[config.mk]
export PLATFORM = sky130hd
export DESIGN_NAME = ffd_emit
export DESIGN_NICKNAME = d
export VERILOG_FILES = /design/src/rtl/ffd_pkg.sv /design/src/rtl/ffd_emit.sv
export SDC_FILE = /design/constraint.sdc
export NUM_CORES = 1
export LEC_CHECK = 0
export ABC_AREA = 1
export BUFFER_PORTS_ARGS = -buffer_cell sky130_fd_sc_hd__buf_2
export CAP_MARGIN = 10
export CORE_AREA = 3 3 190 192
export CTS_CLUSTER_SIZE = 10
export DETAILED_ROUTE_END_ITERATION = 16
export DIE_AREA = 0 0 193 195
export PLACE_DENSITY = 0.82
export RECOVER_POWER = 25
export SYNTH_ARGS = -nofsm -noshare
export SYNTH_HDL_FRONTEND = slang
export SYNTH_SLANG_ARGS = --single-unit
[constraint.sdc]
create_clock -name clk -period 11.03 [get_ports clk]
set_clock_uncertainty 0.2 [all_clocks]
set_input_delay 1.103 -clock clk [delete_from_list [all_inputs] [get_ports clk]]
set_output_delay 1.103 -clock clk [all_outputs]
set_load 0.1 [all_outputs]
[src/rtl/ffd_pkg.sv]
// shared types and codes for the frenet frame block
package ffd_pkg;

    typedef struct packed {
        logic signed [31:0] x;
        logic signed [31:0] y;
        logic signed [31:0] z;
    } vec_t;

    typedef struct packed {
        vec_t p;
        vec_t v;
        vec_t a;
    } item_t;

    typedef struct packed {
        vec_t       p;
        vec_t       t;
        vec_t       n;
        vec_t       b;
        logic [1:0] status;
    } frame_t;

    localparam logic [1:0] ST_OK    = 2'd0;
    localparam logic [1:0] ST_FLAT  = 2'd1;
    localparam logic [1:0] ST_NOTAN = 2'd2;

    localparam logic [1:0] KIND_POS = 2'd0;
    localparam logic [1:0] KIND_TAN = 2'd1;
    localparam logic [1:0] KIND_NRM = 2'd2;
    localparam logic [1:0] KIND_BIN = 2'd3;

endpackage

[src/rtl/ffd_emit.sv]
// output stage: holds one finished frame and hands out its four vectors
module ffd_emit (
    input  logic               clk,
    input  logic               rst_n,
    input  logic               frame_valid,
    output logic               frame_ready,
    input  ffd_pkg::frame_t    frame,
    output logic               empty,
    input  logic               pop,
    output logic [1:0]         vector_kind,
    output logic signed [31:0] comp_x,
    output logic signed [31:0] comp_y,
    output logic signed [31:0] comp_z,
    output logic [1:0]         frame_status,
    output logic               is_last
);

    ffd_pkg::frame_t frame_reg;
    logic            busy_reg;
    logic [1:0]      kind_reg;
    ffd_pkg::vec_t   sel;

    always_comb
    begin
        case (kind_reg)
            ffd_pkg::KIND_POS: sel = frame_reg.p;
            ffd_pkg::KIND_TAN: sel = frame_reg.t;
            ffd_pkg::KIND_NRM: sel = frame_reg.n;
            default:           sel = frame_reg.b;
        endcase
    end

    assign frame_ready  = !busy_reg;
    assign empty        = !busy_reg;
    assign vector_kind  = kind_reg;
    assign comp_x       = sel.x;
    assign comp_y       = sel.y;
    assign comp_z       = sel.z;
    assign frame_status = frame_reg.status;
    assign is_last      = (kind_reg == ffd_pkg::KIND_BIN);

    always_ff @(posedge clk)
    begin
        if (frame_valid && !busy_reg)
        begin
            frame_reg <= frame;
        end
    end

    always_ff @(posedge clk or negedge rst_n)
    begin
        if (!rst_n)
        begin
            busy_reg <= 1'b0;
            kind_reg <= ffd_pkg::KIND_POS;
        end
        else if (!busy_reg)
        begin
            busy_reg <= frame_valid;
            kind_reg <= ffd_pkg::KIND_POS;
        end
        else if (pop)
        begin
            if (is_last)
            begin
                busy_reg <= 1'b0;
            end
            kind_reg <= kind_reg + 2'd1;
        end
    end

endmodule

======== Word-level counts from Yosys, hierarchy flattened ========
Index checks and enable logic that the tools add are counted.
storage, ports and cells
  memories kept ........................... 0
  output and inout port bits .............. 103
  input port bits ......................... 390
  bits in latches ......................... 0
  bits in read-only memories .............. 0
  bits in writable memories ............... 0
  register bits ........................... 389
  word-level logic and storage cells ...... 29
operators by class
  magnitude comparators ................... 0
  divide/modulo/power cells ............... 0
  multipliers ............................. 0
  shift-type cells ........................ 0
  equality and inequality tests ........... 4
  multiplexer cells ....................... 6
  reduce and logical (&&, ||, !) cells .... 3
  bitwise operators ....................... 0
  $add $sub $neg .......................... 1
operator list
  cell                 count
  $pmux 96 s3          1
  $eq 2x2->1 const B   2
  $mux 2               2
  $mux 1               3
  $add 2x1->2 const B  1
  $eq 2x1->1 const B   1
  $logic_not 2->1      1
  $ne 2x2->1 const B   1
  $logic_and 1x1->1    1
  $logic_not 1->1      1

======== Longest topological paths before layout ========
  word-level depth ........................ 4
  depth in mapped cells ................... 9
  depth with buffers taken out ............ 6

======== Least setup slack after synthesis ========
Ideal clock, no wire load.
  kind .................................... register -> register
  start point ............................. register busy_reg
  end point ............................... register frame_reg[100] (netlist name), enable pin
  arrival ................................. 8.628 ns
  required time ........................... 10.097 ns
  cell stages (with the launch flop) ...... 4
  clock period less this slack ............ 9.561 ns
  setup slack ............................. 1.469 ns
  library setup time ...................... 0.733 ns
  cells stage by stage .................... dfrtp_1 -> inv_1 -> nand2_1 -> inv_1
between the ends
  longest elaborated chain between the ends .. 2
RTL lines
  element                 RTL line        text
  from (decl)             ffd_emit.sv:19  logic busy_reg;
  from (signal assigned)  ffd_emit.sv:59  busy_reg <= frame_valid;
  $logic_not 1->1         n/a
  via empty               ffd_emit.sv:8   output logic empty,
  $logic_and 1x1->1       ffd_emit.sv:44  if (frame_valid && !busy_reg)
  to (signal assigned)    ffd_emit.sv:46  frame_reg <= frame;
  to (decl)               ffd_emit.sv:18  ffd_pkg::frame_t frame_reg;
The timed path passes the listed nets, and every way through them passes these cells.
A chain may end at the register's enable or synchronous reset.

======== Final worst setup path ========
  start point ............................. register kind_reg[0] (netlist: vector_kind[0])
  end point ............................... output port comp_y[18]
between the ends
  longest elaborated chain between the ends .. 2
  elaborated cells between the ends (all ways) .. 4
  classes of those cells .................. 2 x eq/ne; 1 x mux; 1 x reduce/logical
RTL lines
  element                             RTL line        text
  from (decl)                         ffd_emit.sv:20  logic [1:0] kind_reg;
  from (signal assigned)              ffd_emit.sv:55  kind_reg <= ffd_pkg::KIND_POS;
  from (signal assigned)              ffd_emit.sv:60  kind_reg <= ffd_pkg::KIND_POS;
  from (signal assigned)              ffd_emit.sv:68  kind_reg <= kind_reg + 2'd1;
  $eq 2x2->1 (tied with other cells)  ffd_emit.sv:25  case (kind_reg)
  $pmux 96 s3 (*)                     ffd_emit.sv:25
  to (decl)                           ffd_emit.sv:12  output logic signed [31:0] comp_y,
Mark *: on every way between the ends. The rest lies on a longest branch, timed or not.

==> impl_metrics.json <==
{
  "period_minus_slack_ns": 4.96,
  "syn-num-nets": 1625,
  "crit_arrival_ns": 3.65,
  "relSlewSlack": 0.244,
  "drive_gt1_frac": 0.342,
  "drv_slew": 0,
  "seq_area_frac_synth": 0.766,
  "dr.first_iter.drc_count": 721,
  "clk_pin_slew_ns": 0.06,
  "gp_congestion": 0.862,
  "first_pass_iters": 5,
  "dpl.hpwl_mm": 27.6,
  "r2r_slack_ns": 6.92,
  "cts.htree.levels": 2,
  "synth.distinct_cells": 15,
  "finish.instance_area_mm2": 0.0191,
  "start_util": 0.441,
  "rr_worst_depth": 5,
  "ctsHoldBuffers": 0,
  "cts-resized-gates": 0,
  "grt_max_degree": 157,
  "status": "completed",
  "track_usage": 0.206,
  "numPortBuffers": 492,
  "drv_cap": 0,
  "worst_pin_slew_ns": 1.13,
  "path_class": "reg -> out",
  "fin_crit_sh": 0.449,
  "grt_pass1_wl_mm": 59.2,
  "r2r_end": "frame_reg[148]",
  "io_pins": 493,
  "syn_area_mm2": 0.0152,
  "wl_met3_mm": 3.95,
  "die_y_um": 195,
  "hold_viol": 0,
  "grt_overflow": 0,
  "layout_commonest_cell": "buf_2",
  "required_ns": 9.73,
  "clk_path_buf_depth": 3,
  "drc": 0,
  "hold_class": "in -> async",
  "rows": 68,
  "top_layer_used": "met4",
  "grt_pass1_vias": 11239,
  "ys_ff_latch": 389,
  "area_growth_pct": 25.7,
  "end_kind": "primary output",
  "cts_root_buf": "clkbuf_16",
  "postRouteAntennaNets": 0,
  "reg2reg_from": "busy_reg",
  "path_max_fanout": 55,
  "rsz0062_at_grt": "false",
  "max_freq_ghz": 0.202,
  "tns_ns": 0,
  "wire_per_inst_um": 18.1,
  "finalSetupViolCount": 0,
  "final_cell_mix": "buf_2, nand2_1, edfxtp_1",
  "clkLatencyLatePin_ns": 0.55,
  "die_w_um": 193,
  "syn_avg_cell_area_um2": 12.4,
  "layout.nets": 2114,
  "core_area_mm2": 0.0345,
  "ys_warn_count": 0,
  "post-cts-setup-buffer-count": 0,
  "wl_mm": 39.8,
  "cp-start-kind": "flop",
  "numCtsBuffers": 45,
  "antenna_found_initial": 5,
  "met2WireLength_mm": 20.2,
  "largest_reg_flops": 384,
  "syn_inst": 1231,
  "die_area_mm2": 0.0376,
  "clkSinkCount": 389,
  "cts_tree": "done",
  "wl_met1_mm": 14.1,
  "viasPerCell": 4.85,
  "via_count": 10654,
  "place_area_mm2": 0.0179
}
worst max-delay path, stage by stage, from the launching register on:
cell and delay, ns:
dfrtp_1 0.44, inv_1 0.22, ha_4 0.55, buf_4 0.78
nand2_2 0.09, nand2_1 0.09, nor2_1 0.07, nor2_1 0.27
buf_2 0.50
metrics by stage:
| stage | setup slack [ns] | util | hold WS [ns] | std cells |
|---|---|---|---|---|
| global route | 5.77 | 0.554 | 0.161 | 2192 |
| CTS | 5.96 | 0.554 | 0.106 | 2188 |
| floorplan | 1.47 | - | 0.319 | 1231 |
| finish | 6.07 | 0.554 | 0.165 | 2195 |
| global placement | 6.49 | 0.518 | 0.356 | 2128 |
| detailed placement | 6.35 | 0.518 | 0.375 | 2128 |
layout make-up:
class                           count  area [um2]
Sequential cell                   389       11700
Tap cell                          455         569
Multi-Input combinational cell    779        3110
Inverter                            6        35.0
Clock buffer                       55        1170
Fill cell                        2780       15400
Antenna cell                        7        17.5
Clock inverter                      5        56.3
Timing Repair Buffer              499        2510
worst max-delay path by stage:
stage / start / endpoint / slack [ns] / cells after the start
finish: vector_kind[0] / comp_y[18] / 6.07 / 8
detailed placement: frame_valid / frame_reg[335] / 6.35 / 5
global route: vector_kind[0] / comp_x[28] / 5.77 / 8
global placement: frame_valid / frame_reg[143] / 6.49 / 5
CTS: vector_kind[0] / comp_x[28] / 5.96 / 8
floorplan: busy_reg / frame_reg[100] / 1.47 / 3
Yosys cell counts:
cell | number | area (um2)
inv_1 | 5 | 18.8
buf_4 | 16 | 120
dfrtp_1 | 3 | 75.1
buf_12 | 5 | 100
nand3_1 | 2 | 10.0
nand2_1 | 442 | 1660
buf_6 | 11 | 124
o21ai_0 | 2 | 10.0
edfxtp_1 | 386 | 11600
inv_2 | 1 | 3.75
nor2_1 | 288 | 1080
buf_2 | 25 | 125
ha_1 | 4 | 50.1
o211ai_1 | 1 | 7.51
nand2_2 | 40 | 250
layer usage:
metal	track usage	vias up
met3	0.0533	93
met5	0	-
met2	0.363	557
met4	0.0951	0
li1	-	5053
met1	0.233	4951
logic make-up after synthesis:
family	Yosys count	share of synthesized area
simple gates	772	0.197
flops	389	0.766
buf+inv	63	0.0323
fa+ha+maj	4	0.00329
compound gates	3	0.00115
Power is left out: the tool's default activity adds up to more than one toggle a clock period on the data nets, which glitch-free logic cannot reach.
