$ cat config.mk
export PLATFORM = sky130hd
export DESIGN_NAME = ffd_front
export DESIGN_NICKNAME = d
export VERILOG_FILES = /design/src/rtl/ffd_pkg.sv /design/src/rtl/ffd_front.sv
export SDC_FILE = /design/constraint.sdc
export NUM_CORES = 1
export LEC_CHECK = 0
export BUFFER_PORTS_ARGS = -buffer_cell sky130_fd_sc_hd__buf_2
export CAP_MARGIN = 30
export CORE_MARGIN = 3
export CORE_UTILIZATION = 26
export CTS_BUF_LIST = sky130_fd_sc_hd__clkbuf_8
export DETAILED_ROUTE_END_ITERATION = 10
export RECOVER_POWER = 100
export SYNTH_ARGS = -nofsm -noshare
export SYNTH_HDL_FRONTEND = slang
export SYNTH_SLANG_ARGS = --single-unit
export TNS_END_PERCENT = 30
$ cat constraint.sdc
create_clock -name clk -period 17.61 [get_ports clk]
set_input_delay 1.761 -clock clk [delete_from_list [all_inputs] [get_ports clk]]
set_output_delay 1.761 -clock clk [all_outputs]
set_load 0.01 [all_outputs]
$ cat src/rtl/ffd_pkg.sv
// shared types and codes for the frenet frame block
package ffd_pkg;

    typedef struct packed {
        logic signed [31:0] x;
        logic signed [31:0] y;
        logic signed [31:0] z;
    } vec_t;

    typedef struct packed {
        vec_t p;
        vec_t v;
        vec_t a;
    } item_t;

    typedef struct packed {
        vec_t       p;
        vec_t       t;
        vec_t       n;
        vec_t       b;
        logic [1:0] status;
    } frame_t;

    localparam logic [1:0] ST_OK    = 2'd0;
    localparam logic [1:0] ST_FLAT  = 2'd1;
    localparam logic [1:0] ST_NOTAN = 2'd2;

    localparam logic [1:0] KIND_POS = 2'd0;
    localparam logic [1:0] KIND_TAN = 2'd1;
    localparam logic [1:0] KIND_NRM = 2'd2;
    localparam logic [1:0] KIND_BIN = 2'd3;

endpackage

$ cat src/rtl/ffd_front.sv
// front end: dimension register, lift to 3d form and two-entry item queue
module ffd_front #(
    parameter int FRAC_BITS = 16
) (
    input  logic                clk,
    input  logic                rst_n,
    input  logic                cfg_we,
    input  logic [1:0]          cfg_wdata,
    input  logic                push,
    output logic                full,
    input  logic signed [31:0]  pos_x,
    input  logic signed [31:0]  pos_y,
    input  logic signed [31:0]  pos_z,
    input  logic signed [31:0]  vel_x,
    input  logic signed [31:0]  vel_y,
    input  logic signed [31:0]  vel_z,
    input  logic signed [31:0]  acc_x,
    input  logic signed [31:0]  acc_y,
    input  logic signed [31:0]  acc_z,
    output logic                q_valid,
    output ffd_pkg::item_t      q_data,
    input  logic                q_pop
);

    localparam logic [1:0] DIM_1D = 2'd1;
    localparam logic [1:0] DIM_2D = 2'd2;
    localparam logic signed [31:0] ONE = 32'(64'd1 << FRAC_BITS);

    logic [1:0]     dim_reg;
    ffd_pkg::item_t mem_reg [2];
    logic           wr_ptr_reg;
    logic           rd_ptr_reg;
    logic [1:0]     count_reg;
    ffd_pkg::item_t lifted;
    logic           do_push;

    always_comb
    begin
        lifted.p = '{x: pos_x, y: pos_y, z: pos_z};
        lifted.v = '{x: vel_x, y: vel_y, z: vel_z};
        lifted.a = '{x: acc_x, y: acc_y, z: acc_z};
        unique case (dim_reg)
            DIM_1D:
            begin
                lifted.p = '{x: '0, y: pos_x, z: '0};
                lifted.v = '{x: ONE, y: vel_x, z: '0};
                lifted.a = '{x: '0, y: acc_x, z: '0};
            end
            DIM_2D:
            begin
                lifted.p.z = '0;
                lifted.v.z = '0;
                lifted.a.z = '0;
            end
            default:
            begin
            end
        endcase
    end

    assign full    = (count_reg == 2'd2);
    assign do_push = push && !full;
    assign q_valid = (count_reg != 2'd0);
    assign q_data  = mem_reg[rd_ptr_reg];

    always_ff @(posedge clk)
    begin
        if (do_push)
        begin
            mem_reg[wr_ptr_reg] <= lifted;
        end
    end

    always_ff @(posedge clk or negedge rst_n)
    begin
        if (!rst_n)
        begin
            dim_reg    <= 2'd3;
            wr_ptr_reg <= 1'b0;
            rd_ptr_reg <= 1'b0;
            count_reg  <= 2'd0;
        end
        else
        begin
            if (cfg_we)
            begin
                dim_reg <= cfg_wdata;
            end
            if (do_push)
            begin
                wr_ptr_reg <= !wr_ptr_reg;
            end
            if (q_pop && q_valid)
            begin
                rd_ptr_reg <= !rd_ptr_reg;
            end
            count_reg <= count_reg + 2'(do_push) - 2'(q_pop && q_valid);
        end
    end

endmodule

## Word-level counts from Yosys, hierarchy flattened

Memory sizes are Yosys's and may differ from the RTL's.
Index checks and enable logic that the tools add are counted.

- Reduce and logical (&&, ||, !) cells: 7
- Eq/ne operators: 3
- Multiplexer cells: 8
- $add $sub $neg: 2

Operators by type and width:

| operator | number |
|---|---|
| 2-to-1 mux 64 bit | 3 |
| 2-to-1 mux 32 bit | 3 |
| equality test 2 bit (second input constant) | 2 |
| logical NOT 1 bit | 3 |
| adder 2 x 1 -> 2 bit | 1 |
| equality test 2 x 1 -> 1 bit (second input constant) | 1 |
| logical AND 1 bit | 2 |
| 2-to-1 mux 1 bit | 2 |
| nonzero test 2 bit | 1 |
| OR reduction 2 bit | 1 |
| subtractor 2 x 1 -> 2 bit | 1 |

- Register bits after elaboration: 6
- Bits of input ports: 295
- RAM bits: 576
- Memories kept: 1

Memories:

| name | words | width | rd ports | clocked after memory_dff | write ports | RTL line | source |
|---|---|---|---|---|---|---|---|
| mem_reg | 2 | 288 | 1 | 0 | 1 | ffd_front.sv:30 | `ffd_pkg::item_t mem_reg [2];` |

## Longest topological paths before layout

Gate-level depths: netlist (run 1).

- Depth after elaboration: 5
- Mapped depth: 7

## Worst setup path before layout (run 1)

No wires, ideal clock.

- Path type: input to register
- From: in push
- To: mem mem_reg[0][0] (netlist name) (enable)
- Library setup time: 942 ps
- Path slack: 2888 ps
- Stages on the path: 2
- Arrival: 13780 ps
- Data required time: 16668 ps
- Cell sequence: nand2_1 > nor2_1

- Longest elaborated chain between the ends: 3

RTL lines:

| item | RTL line | source |
|---|---|---|
| start: declaration | ffd_front.sv:9 | `input logic push,` |
| logical AND 1 bit | ffd_front.sv:62 | `assign do_push = push && !full;` |
| 2-to-1 mux 1 bit | ffd_front.sv:68 | `if (do_push)` |
| 2-to-1 mux 1 bit (implied by the code) | ffd_front.sv:70 | `mem_reg[wr_ptr_reg] <= lifted;` |
| end: declaration | ffd_front.sv:30 |  |

Every way passes these cells.

==> flow_metrics.tcl, run 1 <==
set metrics [dict create \
    max_freq_ghz 0.0936 \
    routed_wl_mm 59.5 \
    switching_share_pct 31.9 \
    cts_hold_buf 0 \
    die_w_um 312 \
    crit_path_end_kind "output pin" \
    cts_num_sinks 582 \
    rows 111 \
    insertion_delay_ns 0.71 \
    dieHeight_um 312 \
    period_minus_slack_ns 10.68 \
    post_cts_buffers 0 \
    critPathTopFamily "buffers and inverters" \
    gp_congestion 0.808 \
    report.final.setup_viol 0 \
    synth_top_area_share_pct 71.1 \
    p_per_area_mw_per_mm2 156 \
    drt_iter0_markers 874 \
    syn-cell-area_mm2 0.0243 \
    grt_first_pass_wirelength_mm 88.0 \
    fin_skew_ns 0.0305 \
    timing.final.max_slew_violations 1140 \
    grt_usage_pct 11.8 \
    drtPass1Iterations 5 \
    n_fill_cell 9340 \
    numPortBuffers 584 \
    worst_path_most_repeated_cell "clkbuf_1" \
    cts_buffers 101 \
    finalCritPeriodShare_pct 60.6 \
    synth_seq_cells 582 \
    core-area_mm2 0.0922 \
    p_int_mw 3.13 \
    p_comb_share_pct 29.6 \
    power.switching_mw 1.47 \
    antenna_left 0 \
    dp_hpwl_mm 40.0 \
    arrival_ns 8.92 \
    post_dp_cell_area_mm2 0.0286 \
    maxCapViolCount 20 \
    routedWlPerCell_um 18.5 \
    leakage_nw 10.7 \
    worstMarginPinSlew_ns 8.41 \
    grt_start_max_net_pins 140 \
    postLayoutCellArea_mm2 0.0295 \
    syn_to_final_growth_pct 21.1 \
    synthDistinctLibCells 21 \
    p_seq_share_pct 45.3 \
    relSlewSlack_pct -461 \
    seq_area_mm2 0.0174 \
    violations "capacitance limit, slew limit" \
    hold_violations 0 \
    synth_top_area_cell "edfxtp_1" \
    utilization_pct 32.0 \
    syn_nets 1538 \
    htree_levels 3 \
    multiInputGateArea_mm2 0.00568 \
    vias_per_cell 4.13 \
    syn_inst 1240 \
    worstHoldPathType "register to register" \
    layout-drive-gt1-share_pct 38.0 \
    seq_area_frac_synth_pct 71.7 \
    required_ns 15.85 \
    antenna_found_initial 9 \
    cts_tree "yes" \
    largest_reg_flops 576 \
    routed-via-count 13243 \
    grt_setup_unrepaired "no" \
    outcome "finished, violations left" \
    fin_tns_setup_ns 0 \
    cp_cell_sequence "clkbuf_1 -> clkbuf_1 -> clkbuf_1 -> mux2_2 -> clkbuf_1" \
    syn_area_per_cell_um2 19.6 \
    initial_core_util_pct 26.4 \
    path_max_fanout 60 \
    die_area_mm2 0.0973 \
    path_buf_inv 4 \
    synth_area_leaders "edfxtp_1 (71%), mux2_4 (12%), mux2_2 (8.6%)" \
    p_clk_share_pct 25.1 \
    critPathMaxStageDelay_ns 2.32 \
    grt_pass1_vias 14317 \
    pin_count 585 \
    yosys_warnings 0 \
    clk_pin_slew_ns 0.05 \
    cts_resized 0 \
    slowest_stage "clkbuf_1" \
    grt_overflow 0 \
    nNetsFinal 2181 \
    clockBufferDepth 3 \
    vdd_ir_drop_max_uv 81.5 \
    start_kind "register" \
    route.detailed.drc 0 \
    cts-root-buf "clkbuf_8" \
    path_class "register to output pin" \
]
-- metrics by stage --
stage	worst slack (ns)	instances	hold WS (ns)	total power, mW
detailed placement	12.12	3022	0.506	3.72
finish	6.93	3210	0.504	4.60
global route	6.12	3209	0.524	4.86
CTS	11.30	3206	0.518	4.91
floorplan	2.89	1240	0.460	3.27
global placement	12.23	3019	0.476	3.68
-- synthesized netlist by cell type (all sizes together) --
library cell and count:
edfxtp 576, mux2 385, and2 97, nor2b 95, buf 44, clkbuf 19, dfrtp 4, ha 3
inv 3, xnor2 3, dfstp 2, nand2 2, or2 2, and3 1, nand2b 1, nor2 1
o21ai 1, xor2 1
-- final timing paths --
check	from	end	slack, ns	depth (start not counted)
setup / recovery	rd_ptr_reg	q_data[8]	6.93	5
hold / removal	wr_ptr_reg	wr_ptr_reg	0.50	1
setup reg to reg	count_reg[1]	mem_reg[0][129]	8.71	4
hold reg to reg	wr_ptr_reg	wr_ptr_reg	0.50	1
max in group asynchronous	rst_n	dim_reg[1]	16.27	1
min in group asynchronous	rst_n	count_reg[1]	0.99	1
-- power by group through the flow --
stage	Sequential, mW	Clock [mW]	Combinational (mW)
2_1_floorplan	2.16	0	1.11
3_3_place_gp	2.07	0	1.61
3_5_place_dp	2.08	0	1.64
4_1_cts	2.05	1.21	1.65
5_1_grt	2.12	1.27	1.47
6_report	2.09	1.15	1.36
-- cells by family after synthesis --
kind of cell | synth area share, %
AOI/OAI and AO/OA | 0.0206
adders and majority gates | 0.154
DFF | 71.7
xor gates and xnor gates | 0.144
muxes | 20.9
and+or+nand+nor | 5.09
buffers and inverters | 1.97
-- layout by cell type (no fill, tap or decap), types with 4 or more instances in the layout --
master	count
clkinv_1	26
mux2_4	8
nor2b_1	95
mux2_2	114
bufinv_16	4
and2_0	97
mux2_1	263
buf_2	492
edfxtp_1	576
clkbuf_8	102
dfrtp_1	4
clkinv_2	16
inv_1	32
clkbuf_1	111
-- cell type report --
| class | count | share of cell area, % |
|---|---|---|
| Clock inverter | 82 | 1.62 |
| Timing Repair Buffer | 603 | 9.77 |
| Clock buffer | 102 | 4.76 |
| Sequential cell | 582 | 59.2 |
| Tap cell | 1243 | 5.28 |
| Antenna cell | 3 | 0.0255 |
| Multi-Input combinational cell | 592 | 19.3 |
| Inverter | 3 | 0.0382 |
-- per-layer routing --
layer  vias to the layer above  share of wire [%]  GRT usage, %  routed length [um]
li1                       6028                  -             -                   -
met1                      6559                 40          13.9               23600
met2                       519                 50          20.0               29700
met3                       129                7.3          3.40                4310
met4                         8                3.0          4.95                1790
met5                         -              0.087             0                  52
Note: power is estimated with default switching activity, not from simulation.
==> run 2: changes to the inputs <==
- clock period: 17.61 -> 10.67 ns (I/O delays scaled with it)
==> run 2 against run 1 <==
  * The flow still finishes with violations (capacitance limit, slew limit)
  * Final cell count barely moved
  * Sequential share of layout area fell by 0.22 points
  * Die area did not move
  * Via count fell by 1.2%
  * Routed wire length fell by 0.22%
  * Cell area rose by 0.37%
  * Clock skew rose by 0.0015 ns
  * Largest power group unchanged
==> flow_metrics.tcl, run 2 (synthesis results as in run 1) <==
set metrics [dict create \
    cts_resized 0 \
    critPathMaxStageDelay_ns 2.37 \
    cts_tree "yes" \
    cp_cell_sequence "ha_1 -> clkbuf_1 -> clkbuf_1 -> mux2_2" \
    core-area_mm2 0.0922 \
    largest_reg_flops 576 \
    p_per_area_mw_per_mm2 254 \
    final_cells 3208 \
    grt_first_pass_wirelength_mm 87.5 \
    insertion_delay_ns 0.72 \
    final_common_cell "edfxtp_1" \
    start_kind "register" \
    die_w_um 312 \
    vias_per_cell 4.08 \
    n_fill_cell 9277 \
    htree_levels 3 \
    routed-via-count 13081 \
    drtPass1Iterations 4 \
    grt_pass1_vias 14508 \
    pin_count 585 \
    initial_core_util_pct 26.4 \
    hold_violations 0 \
    layout-drive-gt1-share_pct 38.3 \
    clk_pin_slew_ns 0.06 \
    required_ns 11.11 \
    gp_congestion 0.816 \
    antenna_found_initial 9 \
    die_area_mm2 0.0973 \
    max_freq_ghz 0.152 \
    finalCritPeriodShare_pct 61.5 \
    path_max_fanout 54 \
    worstMarginPinSlew_ns 3.89 \
    crit_path_start "dim_reg[0]" \
    worstHoldPathType "primary input to asynchronous set/reset pin" \
    grt_start_max_net_pins 148 \
    most-common-layout-cells "edfxtp_1 (576), buf_2 (495), mux2_1 (263), mux2_2 (119), clkbuf_8 (103)" \
    arrival_ns 7.00 \
    relSlewSlack_pct -159 \
    report.final.setup_viol 0 \
    fin_skew_ns 0.0320 \
    outcome "finished, violations left" \
    worst_path_most_repeated_cell "clkbuf_1" \
    grt_setup_unrepaired "no" \
    dp.cells 3016 \
    rr_startpoint "dim_reg[0]" \
    maxCapViolCount 5 \
    numPortBuffers 584 \
    path_class "register to register" \
    r2r_setup_slack_ns 4.11 \
    post_dp_cell_area_mm2 0.0286 \
    multiInputGateArea_mm2 0.00566 \
    fin_tns_setup_ns 0 \
    period_minus_slack_ns 6.56 \
    slowest_stage "clkbuf_1" \
    rows 111 \
    routedWlPerCell_um 18.5 \
    syn_to_final_growth_pct 21.5 \
    grt_overflow 0 \
    postLayoutCellArea_mm2 0.0296 \
    nNetsFinal 2176 \
    dp_hpwl_mm 39.5 \
    crit_path_end_kind "register" \
    drt_iter0_markers 742 \
    grt_usage_pct 11.7 \
    antenna_left 0 \
    power_mw 7.52 \
    dieHeight_um 312 \
    leakage_nw 10.8 \
    vdd_ir_drop_max_uv 160 \
    route.detailed.drc 0 \
    cts_num_sinks 582 \
    violations "capacitance limit, slew limit" \
    routed_wl_mm 59.3 \
    seq_area_mm2 0.0174 \
    cts-root-buf "clkbuf_8" \
    post_cts_buffers 0 \
    clockBufferDepth 3 \
    cts_hold_buf 0 \
    cts_buffers 102 \
    timing.final.max_slew_violations 279 \
]
## run 2: cell count changes in the layout (fill, tap and decap cells not counted), sizes merged
cell      before  now
clkinv        43   36
clkinvlp       2    4
inv           36   40
diode          3    7
clkbuf       213  198
buf          492  502
## run 2: where the power goes
part           internal (mW)  switching [mW]
sequential              3.21           0.130
combinational          0.879            1.39
clock                   1.00           0.909
total                   5.09            2.43
## run 2: metrics by stage
stage / util [%] / setup slack, ns / hold WS, ns
after floorplan: - / 1.53 / 0.460
after global placement: 30.9 / 7.01 / 0.479
after detailed placement: 31.0 / 6.96 / 0.491
after CTS: 33.1 / 6.22 / 0.164
after global routing: 32.1 / 3.39 / 0.410
final: 32.1 / 4.11 / 0.405
## run 2: final cells by class
type	count	share of cell area [%]
sequential	582	59.0
inverter	3	0.0381
multi-input combinational	592	19.1
antenna	7	0.0592
timing repair buffer	597	10.0
clock inverter	81	1.66
clock buffer	103	4.79
tap	1243	5.26
## run 2: final timing paths
path | cells past startpoint | end
max | 4 | mem_reg[1][137]
min | 1 | count_reg[1]
max reg2reg | 4 | mem_reg[1][137]
min reg2reg | 1 | wr_ptr_reg
max in group asynchronous | 1 | rd_ptr_reg
min in group clk | 1 | wr_ptr_reg
## run 2: layer usage
metal  wire [um]  share of wire [%]  GRT usage (%)  up-vias
met5          13              0.022              0        -
met4        1640                2.8           5.11        2
met2       30100                 51           20.3      473
met1       22800                 38           13.0     6488
met3        4840                8.2           4.10      104
li1            -                  -              -     6014
## run 2: worst max-delay path, delay by kind of cell, from the launching register on
kind / cells / cell delay [ns]
adder cells (fa/ha/maj): 1 / 0.68
buffers and inverters: 2 / 4.46
flip-flops: 1 / 0.53
multiplexers: 1 / 0.48
==> run 3: changes to the inputs <==
- ABC_AREA: default -> 1
- clock period: 10.67 -> 6.62 ns (I/O delays scaled with it)
==> run 3 against run 2 <==
  * The flow still finishes with violations (capacitance limit, slew limit)
  * Routed wire length rose by 13%
  * Cell area fell by 1.5%
  * Via count rose by 28%
  * Flip-flop and latch count did not move
  * First-iteration DRC count rose by 34%
  * Sequential share of layout area rose by 0.91 points
  * Setup slack got worse by 2.4 ns
  * Non-clock buffer count rose by 2
  * Clock power rose by 53%
  * Final cell count rose by 25%
==> flow_metrics.tcl, run 3 <==
set metrics [dict create \
    post_dp_cell_area_mm2 0.0277 \
    initial_core_util_pct 26.3 \
    cts_buffers 100 \
    pin_count 585 \
    routed_wl_mm 66.8 \
    route.detailed.drc 0 \
    report.final.setup_viol 0 \
    grt_start_max_net_pins 146 \
    synth_seq_cells 582 \
    postLayoutCellArea_mm2 0.0291 \
    finalCritPeriodShare_pct 74.1 \
    syn_area_per_cell_um2 11.0 \
    nNetsFinal 3058 \
    syn_nets 2463 \
    yosys-top-cells-count "nand2_1 (1,073), edfxtp_1 (576), inv_1 (202)" \
    grt_usage_pct 13.5 \
    final_cells 4026 \
    p_clk_share_pct 23.6 \
    outcome "finished, violations left" \
    fin_ws_ns 1.72 \
    insertion_delay_ns 0.70 \
    vdd_ir_drop_max_uv 317 \
    violations "capacitance limit, slew limit" \
    grt_overflow 0 \
    synth_async_sr_flop_share_pct 1.03 \
    period_minus_slack_ns 4.90 \
    dieHeight_um 308 \
    synth-edff-count 576 \
    crit_path_end_kind "output pin" \
    hold_violations 0 \
    critPathMaxStageDelay_ns 1.31 \
    timing.final.max_slew_violations 826 \
    relSlewSlack_pct -178 \
    largest_reg_flops 576 \
    pre_cts_ws_ns 3.39 \
    clk_pin_slew_ns 0.06 \
    worstHoldPathType "primary input to register" \
    vias_per_cell 4.17 \
    cts_resized 0 \
    yosys_warnings 0 \
    leakage_nw 12.9 \
    maxCapViolCount 9 \
    hold_slack_ns 0.175 \
    post_cts_buffers 0 \
    yosysMostFrequentCell "nand2_1" \
    syn_inst 2165 \
    dp.cells 3832 \
    cts-root-buf "clkbuf_8" \
    core-area_mm2 0.0903 \
    path_max_fanout 145 \
    cp_cell_sequence "inv_8 -> clkbuf_4 -> nand2_1 -> nand2_1 -> clkbuf_1" \
    grt_pass1_vias 16308 \
    seq_area_frac_synth_pct 73.5 \
    slowest_stage "clkbuf_4" \
    htree_levels 3 \
    p_seq_share_pct 44.7 \
    arrival_ns 4.24 \
    cts_tree "yes" \
    power_mw 12.4 \
    p_per_area_mw_per_mm2 424 \
    syn_to_final_growth_pct 22.6 \
    p_comb_share_pct 31.7 \
    synth_area_leaders "edfxtp_1 (73%), nand2_1 (17%), inv_1 (3.2%)" \
    max_freq_ghz 0.204 \
    start_kind "register" \
    drtPass1Iterations 5 \
    crit_path_start "rd_ptr_reg" \
    dp_hpwl_mm 43.4 \
    dr_wl_met2_mm 32.9 \
    dr_wl_met3_mm 5.27 \
    hold_path.startpoint "cfg_we" \
    required_ns 5.96 \
    routed-via-count 16804 \
    layout-drive-gt1-share_pct 15.4 \
    worstMarginPinSlew_ns 4.16 \
    antenna_left 0 \
    most-common-layout-cells "nand2_1 (1,073), edfxtp_1 (576), buf_2 (299), clkbuf_1 (288), inv_1 (241)" \
    antenna_found_initial 22 \
    gp_congestion 0.784 \
    cts_num_sinks 582 \
    grt_setup_unrepaired "no" \
    routedWlPerCell_um 16.6 \
    synth_top_area_share_pct 72.8 \
    power.switching_mw 4.62 \
    top_layer "met5" \
    worst_path_most_repeated_cell "nand2_1" \
    syn-cell-area_mm2 0.0238 \
    switching_share_pct 37.4 \
    fin_skew_ns 0.0225 \
    final_common_cell "nand2_1" \
    numPortBuffers 584 \
    ys.flop_type "edfxtp_1" \
    drt_iter0_markers 994 \
    die_w_um 308 \
    wl_met1_mm 26.0 \
    rr_startpoint "count_reg[1]" \
    path_class "register to output pin" \
    rows 110 \
    p_int_mw 7.74 \
    clockBufferDepth 3 \
    synth_top_area_cell "edfxtp_1" \
    synthDistinctLibCells 16 \
    die_area_mm2 0.0950 \
    grt_first_pass_wirelength_mm 97.1 \
]
run 3: worst paths after layout:
kind                                         to  slack [ns]  cells after the start
worst min-delay path                 dim_reg[1]        0.17                      2
max in group asynchronous            rd_ptr_reg        5.86                      2
worst min register to register       wr_ptr_reg        0.47                      2
worst max-delay path                q_data[175]        1.72                      5
worst max register to register  mem_reg[0][161]        1.90                      4
min in group asynchronous            wr_ptr_reg        0.44                      2
run 3: metrics by stage:
| step | setup TNS (ns) | utilization [%] |
|---|---|---|
| finish | 0 | 32.3 |
| floorplan | -97.80 | - |
| global placement | 0 | 30.7 |
| global route | 0 | 32.2 |
| detailed placement | 0 | 30.7 |
| CTS | 0 | 32.7 |
run 3: final cells by class:
cell class | count | area, um2
fill | 9402 | 61200
tap | 1176 | 1470
inverter | 204 | 786
timing repair buffer | 599 | 2670
antenna | 15 | 37.5
sequential | 582 | 17500
clock inverter | 75 | 377
clock buffer | 102 | 1400
multi-input combinational | 1273 | 4930
run 3: logic make-up after synthesis:
family / synth area share, %
AOI/OAI and AO/OA: 2.04
adders and majority gates: 0.158
buffers and inverters: 5.79
DFF: 73.5
and+or+nand+nor: 18.6
run 3: worst max-delay path, delay by kind of cell (launching register included):
family	cells	cell delay (ns)
DFF	1	0.76
and+or+nand+nor	2	0.29
buffers and inverters	3	2.07
run 3: what timing repair did:
action,in CTS,in global routing
hold endpoints to repair,6,0
setup endpoints to repair,0,0
hold buffers,1,0
run 3: per-layer routing:
metal | global-route usage, % | vias to the layer above
li1 | - | 8169
met5 | 0 | -
met3 | 4.33 | 161
met1 | 15.9 | 7905
met2 | 22.6 | 557
met4 | 6.11 | 12
run 3: power by group through the flow:
| stage | combinational (mW) | sequential [mW] | clock, mW |
|---|---|---|---|
| after global placement | 4.23 | 5.47 | 0 |
| after detailed placement | 4.25 | 5.49 | 0 |
| after CTS | 4.26 | 5.42 | 3.02 |
| after floorplan | 2.42 | 5.55 | 0 |
| after global routing | 4.37 | 5.61 | 3.19 |
| final | 3.92 | 5.52 | 2.92 |
